--- src/rtl/core/lsphd_pkg.sv ---
// Shared types and constants for the LED spectrum peak-hold display core.
// Used by every module in rtl/core; depends on nothing else.
`timescale 1ns / 1ps

package lsphd_pkg;

    // Field widths of the stream words
    localparam int CHAN_W   = 4;
    localparam int STR_W    = 8;
    localparam int LVL_W    = 7;
    localparam int PHASE_W  = 4;
    localparam int MASK_W   = 13;
    localparam int SWEEP_W  = 3;

    // Display timing and register reset value
    localparam logic [PHASE_W-1:0] DISPLAY_PHASES = 4'd12;
    localparam logic [STR_W-1:0]   FLOOR_RESET    = 8'hE2;

    // Command codes on the input tuser
    localparam logic CMD_TICK   = 1'b0;
    localparam logic CMD_SAMPLE = 1'b1;

    // Result kinds on the output tuser
    localparam logic KIND_LED = 1'b0;
    localparam logic KIND_REQ = 1'b1;

    // One input word
    typedef struct packed {
        logic              command;
        logic [CHAN_W-1:0] channel_index;
        logic [STR_W-1:0]  strength;
        logic              last_sample;
    } t_in_item;

    // One result word
    typedef struct packed {
        logic               kind;
        logic [MASK_W-1:0]  led_mask;
        logic [SWEEP_W-1:0] sweep_offset;
    } t_result;

    // Level bank controls for the item being processed
    typedef struct packed {
        logic              upd_en;
        logic [CHAN_W-1:0] upd_ch;
        logic [LVL_W-1:0]  upd_val;
        logic              decay;
    } t_lvl_ctl;

endpackage

--- src/rtl/core/lsphd_in_reg.sv ---
// Input register stage: holds one accepted word until the core consumes it.
// Depends on lsphd_pkg for the item type.
`timescale 1ns / 1ps

module lsphd_in_reg (
    input  logic               i_clk,
    input  logic               i_rst_n,
    input  logic               i_valid,
    output logic               o_ready,
    input  lsphd_pkg::t_in_item i_item,
    output logic               o_valid,
    input  logic               i_take,
    output lsphd_pkg::t_in_item o_item
);
    import lsphd_pkg::*;

    logic     r_valid;
    t_in_item r_item;

    // The stage refills in the same cycle that its word is consumed.
    assign o_ready = !r_valid || i_take;
    assign o_valid = r_valid;
    assign o_item  = r_item;

    always_ff @(posedge i_clk) begin
        if (!i_rst_n) begin
            r_valid <= 1'b0;
        end else if (o_ready) begin
            r_valid <= i_valid;
        end
    end

    always_ff @(posedge i_clk) begin
        if (i_valid && o_ready) begin
            r_item <= i_item;
        end
    end

endmodule

--- src/rtl/core/lsphd_levels.sv ---
// Per-channel peak-held levels with max update, decay and LED mask compare.
// Depends on lsphd_pkg for widths, the display phase count and control struct.
`timescale 1ns / 1ps

module lsphd_levels #(
    parameter int NUM_CHANNELS = 13
) (
    input  logic                              i_clk,
    input  logic                              i_rst_n,
    input  lsphd_pkg::t_lvl_ctl               i_ctl,
    input  logic [lsphd_pkg::PHASE_W-1:0]     i_phase,
    output logic [lsphd_pkg::MASK_W-1:0]      o_mask
);
    import lsphd_pkg::*;

    localparam int CH_SPAN = 1 << CHAN_W;

    logic [LVL_W-1:0] r_lvl [NUM_CHANNELS];

    // Each channel raises to the sample value if addressed and higher, then decays by one on a decay request.
    for (genvar k = 0; k < NUM_CHANNELS; k++) begin : g_chan
        logic             hit;
        logic [LVL_W-1:0] raised;
        logic [LVL_W-1:0] n_lvl;

        if (k < CH_SPAN) begin : g_addr
            assign hit = i_ctl.upd_en && (i_ctl.upd_ch == CHAN_W'(k));
        end else begin : g_noaddr
            assign hit = 1'b0;
        end

        always_comb begin
            raised = (hit && (i_ctl.upd_val > r_lvl[k])) ? i_ctl.upd_val : r_lvl[k];
            n_lvl  = (i_ctl.decay && (raised != '0)) ? raised - LVL_W'(1) : raised;
        end

        always_ff @(posedge i_clk) begin
            if (!i_rst_n) begin
                r_lvl[k] <= '0;
            end else begin
                r_lvl[k] <= n_lvl;
            end
        end
    end

    // Even LEDs compare against the phase, odd LEDs against its mirror.
    for (genvar j = 0; j < MASK_W; j++) begin : g_led
        if (j < NUM_CHANNELS) begin : g_lit
            logic [PHASE_W-1:0] thr;
            assign thr       = (j % 2 == 1) ? (DISPLAY_PHASES - i_phase) : i_phase;
            assign o_mask[j] = r_lvl[j] > {{(LVL_W-PHASE_W){1'b0}}, thr};
        end else begin : g_dark
            assign o_mask[j] = 1'b0;
        end
    end

endmodule

--- src/rtl/core/lsphd_out_reg.sv ---
// Output register stage: holds one result word until the receiver takes it.
// Depends on lsphd_pkg for the result type.
`timescale 1ns / 1ps

module lsphd_out_reg (
    input  logic              i_clk,
    input  logic              i_rst_n,
    input  logic              i_valid,
    output logic              o_ready,
    input  lsphd_pkg::t_result i_result,
    output logic              o_valid,
    input  logic              i_ready,
    output lsphd_pkg::t_result o_result
);
    import lsphd_pkg::*;

    logic    r_valid;
    t_result r_result;

    // A new result may load in the same cycle that the old one leaves.
    assign o_ready  = !r_valid || i_ready;
    assign o_valid  = r_valid;
    assign o_result = r_result;

    always_ff @(posedge i_clk) begin
        if (!i_rst_n) begin
            r_valid <= 1'b0;
        end else if (o_ready) begin
            r_valid <= i_valid;
        end
    end

    always_ff @(posedge i_clk) begin
        if (i_valid && o_ready) begin
            r_result <= i_result;
        end
    end

endmodule

--- src/rtl/core/led_spectrum_peak_hold_display_core.sv ---
// LED spectrum peak-hold display core: top level.
// Instantiates lsphd_in_reg, lsphd_levels and lsphd_out_reg; uses lsphd_pkg.
//
// Usage:
//   Input stream (s_axis_*): tuser is the command (0 display tick, 1 sample),
//   tdata carries channel index and signed strength, tlast marks the last
//   sample of a sweep. Output stream (m_axis_*): tuser is the kind (0 LED
//   pattern, 1 measurement request), tdata carries the LED mask and sweep
//   offset. Samples produce no output word; every tick produces one.
//   The noise floor register is written through i_cfg_valid/o_cfg_ready and
//   i_cfg_data; the user must write it only while the core is idle, which
//   the block itself does not enforce. Throughput is one word per clock while
//   the output register has room. A tick word waits in the input register,
//   where the level compare builds its result, until the output register loads it.
//   Reset (synchronous, active low) clears all levels, the phase and the
//   sweep offset, empties both registers and sets the floor to -30.
//   When the receiver stalls, the result waits in the output register while
//   one more word waits in the input register; after that s_axis_tready drops
//   until the output register frees. Samples still drain during a stall.
`timescale 1ns / 1ps

module led_spectrum_peak_hold_display_core #(
    parameter int NUM_CHANNELS = 13,
    parameter int OFFSET_STEPS = 5
) (
    input  logic        i_clk,
    input  logic        i_rst_n,
    // Configuration write channel
    input  logic        i_cfg_valid,
    output logic        o_cfg_ready,
    input  logic [7:0]  i_cfg_data,     // noise_floor (signed)
    // Input stream
    input  logic        s_axis_tvalid,
    output logic        s_axis_tready,
    input  logic [15:0] s_axis_tdata,   // [3:0] channel_index, [11:4] strength, [15:12] zero
    input  logic        s_axis_tuser,   // [0] command
    input  logic        s_axis_tlast,   // last_sample
    // Output stream
    output logic        m_axis_tvalid,
    input  logic        m_axis_tready,
    output logic [15:0] m_axis_tdata,   // [12:0] led_mask, [15:13] sweep_offset
    output logic        m_axis_tuser    // [0] kind
);
    import lsphd_pkg::*;

    localparam int OFF_W = (OFFSET_STEPS > 1) ? $clog2(OFFSET_STEPS) : 1;

    t_in_item             in_item;
    t_in_item             cur;
    logic                 cur_valid;
    logic                 take;
    logic                 is_tick;
    logic                 is_sample;
    logic                 out_ready;
    t_result              res;
    t_result              out_res;
    t_lvl_ctl             lvl_ctl;
    logic [MASK_W-1:0]    mask;
    logic [STR_W:0]       excess;
    logic [OFF_W+2:0]     off_ext;

    logic [STR_W-1:0]     r_floor;
    logic [PHASE_W-1:0]   r_phase;
    logic [PHASE_W-1:0]   n_phase;
    logic [OFF_W-1:0]     r_off;
    logic [OFF_W-1:0]     n_off;

    // Noise floor register, always ready.
    assign o_cfg_ready = 1'b1;

    always_ff @(posedge i_clk) begin
        if (!i_rst_n) begin
            r_floor <= FLOOR_RESET;
        end else if (i_cfg_valid) begin
            r_floor <= i_cfg_data;
        end
    end

    // Unpack the input word.
    always_comb begin
        in_item.command       = s_axis_tuser;
        in_item.channel_index = s_axis_tdata[3:0];
        in_item.strength      = s_axis_tdata[11:4];
        in_item.last_sample   = s_axis_tlast;
    end

    lsphd_in_reg u_in_reg (
        .i_clk   (i_clk),
        .i_rst_n (i_rst_n),
        .i_valid (s_axis_tvalid),
        .o_ready (s_axis_tready),
        .i_item  (in_item),
        .o_valid (cur_valid),
        .i_take  (take),
        .o_item  (cur)
    );

    // A tick needs room in the output register; a sample always drains.
    assign is_tick   = cur_valid && (cur.command == CMD_TICK);
    assign is_sample = cur_valid && (cur.command == CMD_SAMPLE);
    assign take      = is_sample || (is_tick && out_ready);

    // Excess over the floor, sign-extended to nine bits.
    assign excess = {cur.strength[STR_W-1], cur.strength} - {r_floor[STR_W-1], r_floor};

    always_comb begin
        lvl_ctl.upd_en  = is_sample && !excess[STR_W] && (excess != '0);
        lvl_ctl.upd_ch  = cur.channel_index;
        lvl_ctl.upd_val = excess[LVL_W:1];
        lvl_ctl.decay   = is_sample && cur.last_sample;
    end

    lsphd_levels #(
        .NUM_CHANNELS (NUM_CHANNELS)
    ) u_levels (
        .i_clk   (i_clk),
        .i_rst_n (i_rst_n),
        .i_ctl   (lvl_ctl),
        .i_phase (r_phase),
        .o_mask  (mask)
    );

    // Phase and sweep offset sequencing.
    always_comb begin
        n_phase = r_phase;
        n_off   = r_off;
        if (take && is_tick && (r_phase < DISPLAY_PHASES)) begin
            n_phase = r_phase + PHASE_W'(1);
        end
        if (lvl_ctl.decay) begin
            n_phase = '0;
            if ({1'b0, r_off} + (OFF_W+1)'(1) >= (OFF_W+1)'(OFFSET_STEPS)) begin
                n_off = '0;
            end else begin
                n_off = r_off + OFF_W'(1);
            end
        end
    end

    always_ff @(posedge i_clk) begin
        if (!i_rst_n) begin
            r_phase <= '0;
            r_off   <= '0;
        end else begin
            r_phase <= n_phase;
            r_off   <= n_off;
        end
    end

    // Build the result word for a tick.
    assign off_ext = {3'b000, r_off};

    always_comb begin
        if (r_phase < DISPLAY_PHASES) begin
            res.kind         = KIND_LED;
            res.led_mask     = mask;
            res.sweep_offset = '0;
        end else begin
            res.kind         = KIND_REQ;
            res.led_mask     = '0;
            res.sweep_offset = off_ext[SWEEP_W-1:0];
        end
    end

    lsphd_out_reg u_out_reg (
        .i_clk    (i_clk),
        .i_rst_n  (i_rst_n),
        .i_valid  (is_tick),
        .o_ready  (out_ready),
        .i_result (res),
        .o_valid  (m_axis_tvalid),
        .i_ready  (m_axis_tready),
        .o_result (out_res)
    );

    // Pack the output word.
    assign m_axis_tdata = {out_res.sweep_offset, out_res.led_mask};
    assign m_axis_tuser = out_res.kind;

endmodule

--- config.mk ---
export PLATFORM = sky130hd
export DESIGN_NAME = led_spectrum_peak_hold_display_core
export DESIGN_NICKNAME = d
export VERILOG_FILES = /design/src/rtl/core/lsphd_pkg.sv /design/src/rtl/core/lsphd_in_reg.sv /design/src/rtl/core/lsphd_levels.sv /design/src/rtl/core/lsphd_out_reg.sv /design/src/rtl/core/led_spectrum_peak_hold_display_core.sv
export SDC_FILE = /design/constraint.sdc
export NUM_CORES = 1
export LEC_CHECK = 0
export ABC_AREA = 0
export BUFFER_PORTS_ARGS = -buffer_cell sky130_fd_sc_hd__buf_2
export CORE_ASPECT_RATIO = 1.75
export CORE_UTILIZATION = 65
export DETAILED_ROUTE_END_ITERATION = 10
export PLACE_DENSITY_LB_ADDON = 0.05
export SYNTH_ARGS = -nofsm -noshare
export SYNTH_HDL_FRONTEND = slang
export SYNTH_SLANG_ARGS = --single-unit
--- constraint.sdc ---
create_clock -name i_clk -period 17 [get_ports i_clk]
set_input_delay 3.4 -clock i_clk [delete_from_list [all_inputs] [get_ports i_clk]]
set_output_delay 3.4 -clock i_clk [all_outputs]
set_load 0.03 [all_outputs]
==> qor.csv <==
metric;value;unit
rsz0062_at_grt;false;
whs;481.7;ps
grt_max_degree;52;
powerDensity;81.58;mW/mm²
holdBufCountCts;0;
drc;0;
clock-sinks;139;
grt_pass1_wl;58760;µm
cts.reportedPaths.clkPinSlew;60;ps
finalHoldViolCount;0;
overflow;0;
cts_tree;done;
fmax;134.0;MHz
dpl.hpwl;25890;µm
clockBufferDepth;2;
syn_inst;1459;
min_period_over_period;43.90;%
status;complete, no violations;
vias;11820;
areaGrowthSynthToFinish;8.639;%
clk_latency;440;ps
timing.final.max_slew_violations;0;
synth_seq_cells;139;
worstSetupStartpointType;input pin;
synth_edf_count;31;
ctsResizeCount;0;
worstSetupEndpointType;primary output;
drt-wirelength-per-cell;21.48;µm
cts_root_buf;clkbuf_16;
synth_cell_types;85;
tightest_slew;1241;ps
busiest_layer;met2;
pin_count;51;
finalWirelength;37220;µm
cp_data_required_time;13600;ps
firstDrtPassIters;7;
n_antenna_cell;0;
place_congestion;0.9803;
drt-vias-per-instance;6.818;
dp_cells;1701;
synth-async-reset-ratio;0;%
finalSetupViolCount;0;
start_util;66.85;%
postCtsSetupRepairBufs;0;
die_x;105.5;µm
grt.total_usage;39.38;%
critPathKind;in -> out;
drv_cap;0;
final_nets;1673;
fp-row-count;65;
layout-drive-gt1-share;10.01;%
power.total;1.079;mW
grt_use_met2;69.29;%
syn_avg_cell_area;8.348;µm²
min_period;7463;ps
grt_use_met3;7.036;%
cts_made_buffers;17;
cts.htree.levels;4;
slew_headroom;16.60;%
hp-class;reg -> reg;
crit_arrival;4060;ps
netlist_area;0.01218;mm²
syn_nets;1646;
p_leak;5.360;nW
fin_cells;1733;
synth-seq-area-share;25.40;%
tns;0;ps
dieArea;0.01931;mm²
crit_fanout;3;
core;0.01822;mm²
synthFlopType;dfxtp_1;
met1_usage;41.80;%
port-buffer-count;45;
dpl-instance-area;0.01260;mm²
grt_antenna_before_repair;0;
yosysWarnings;0;
finalClockSkew;6.287;ps
ir_drop;0.08565;mV
ant_nets;0;
fill_cells;1526;
grt_pass1_vias;11640;
final_area;0.01323;mm²
die_h;183.1;µm
drt_iter0_markers;893;
==> cell usage in the layout (no fill, tap or decap), types with 45 or more instances in the layout <==
cell	Yosys	final
dfxtp_1	108	108
nor2_1	115	115
mux2i_1	60	60
buf_2	17	45
nor3_1	51	51
o21ai_0	57	57
inv_1	115	115
a21oi_1	130	130
nand2_1	80	80
ha_1	155	155
==> sequential cells by signal (all words and copies together) (netlist names) <==
register	cells
r_phase	4
u_levels.r_lvl	91
r_floor	8
r_off	3
u_in_reg.o_valid	1
u_out_reg.o_result	17
u_out_reg.o_valid	1
u_in_reg.o_item	14
==> per-layer routing <==
layer	share of wire, %	routed length [µm]
met1	36	13500
met2	49	18250
met3	7.7	2854
met4	7.0	2611
met5	0	0
==> logic make-up after synthesis <==
logic type,after synthesis,share of synthesized area (%)
other cells,1,0.03079
mux,82,6.996
flops,139,25.40
simple gates,459,19.66
xor+xnor,48,4.192
buf+inv,177,5.815
fa+ha+maj,159,16.33
compound gates,394,21.57
==> worst paths after layout <==
path / to / cells past startpoint / startpoint / slack (ps)
min reg2reg: r_floor[6]$_SDFFE_PN1P_ / 2 / r_floor[6]$_SDFFE_PN1P_ / 480
min: r_floor[6]$_SDFFE_PN1P_ / 2 / r_floor[6]$_SDFFE_PN1P_ / 480
max: s_axis_tready / 5 / m_axis_tready / 9540
max reg2reg: u_levels.r_lvl[2][22]$_SDFF_PN0_ / 20 / u_in_reg.o_item[4]$_DFFE_PP_ / 10340
==> synthesized netlist by cell type, drive strengths merged, types with 23 or more instances <==
cell,count,area [µm²]
a21o,24,180.2
clkbuf,30,112.6
dfxtp,108,2162
a21oi,130,650.6
a211oi,31,260.3
ha,155,1939
nand2,81,306.6
edfxtp,31,930.9
nand4,23,143.9
a31oi,31,200.2
mux2i,60,600.6
nor3,57,315.3
nor2,115,431.7
buf,27,145.1
xnor2,28,252.8
nand3,44,220.2
nand2b,24,150.1
nor2b,26,162.7
inv,118,442.9
and3,28,180.2
o21ai,61,305.3
==> critical path, cell delays in order <==
cell and delay (ps):
buf_2 90, nand2b_1 160, nor2_1 190, inv_1 50, buf_2 170
==> where the power goes <==
| part | internal, mW | leakage (nW) | total [mW] | switching, mW |
|---|---|---|---|---|
| clock network | 0.243 | 0.307 | 0.394 | 0.151 |
| registers | 0.345 | 1.17 | 0.352 | 0.00669 |
| logic | 0.115 | 3.88 | 0.333 | 0.218 |
==> final cells by class <==
| cell class | instances | area, µm² | area share [%] |
|---|---|---|---|
| Sequential cell | 139 | 3093 | 23.38 |
| Inverter | 120 | 450.4 | 3.404 |
| Tap cell | 234 | 292.8 | 2.213 |
| Clock inverter | 7 | 72.57 | 0.5485 |
| Multi-Input combinational cell | 1143 | 8388 | 63.39 |
| Clock buffer | 25 | 559.3 | 4.227 |
| Timing Repair Buffer | 65 | 375.4 | 2.837 |
==> metrics by stage <==
stage	utilization, %	setup WS, ps
floorplan	-	9726
global placement	69.16	9558
detailed placement	69.16	9543
CTS	72.63	9538
global route	72.63	9484
finish	72.63	9537
No activity file was read; power rests on OpenSTA's default activity.
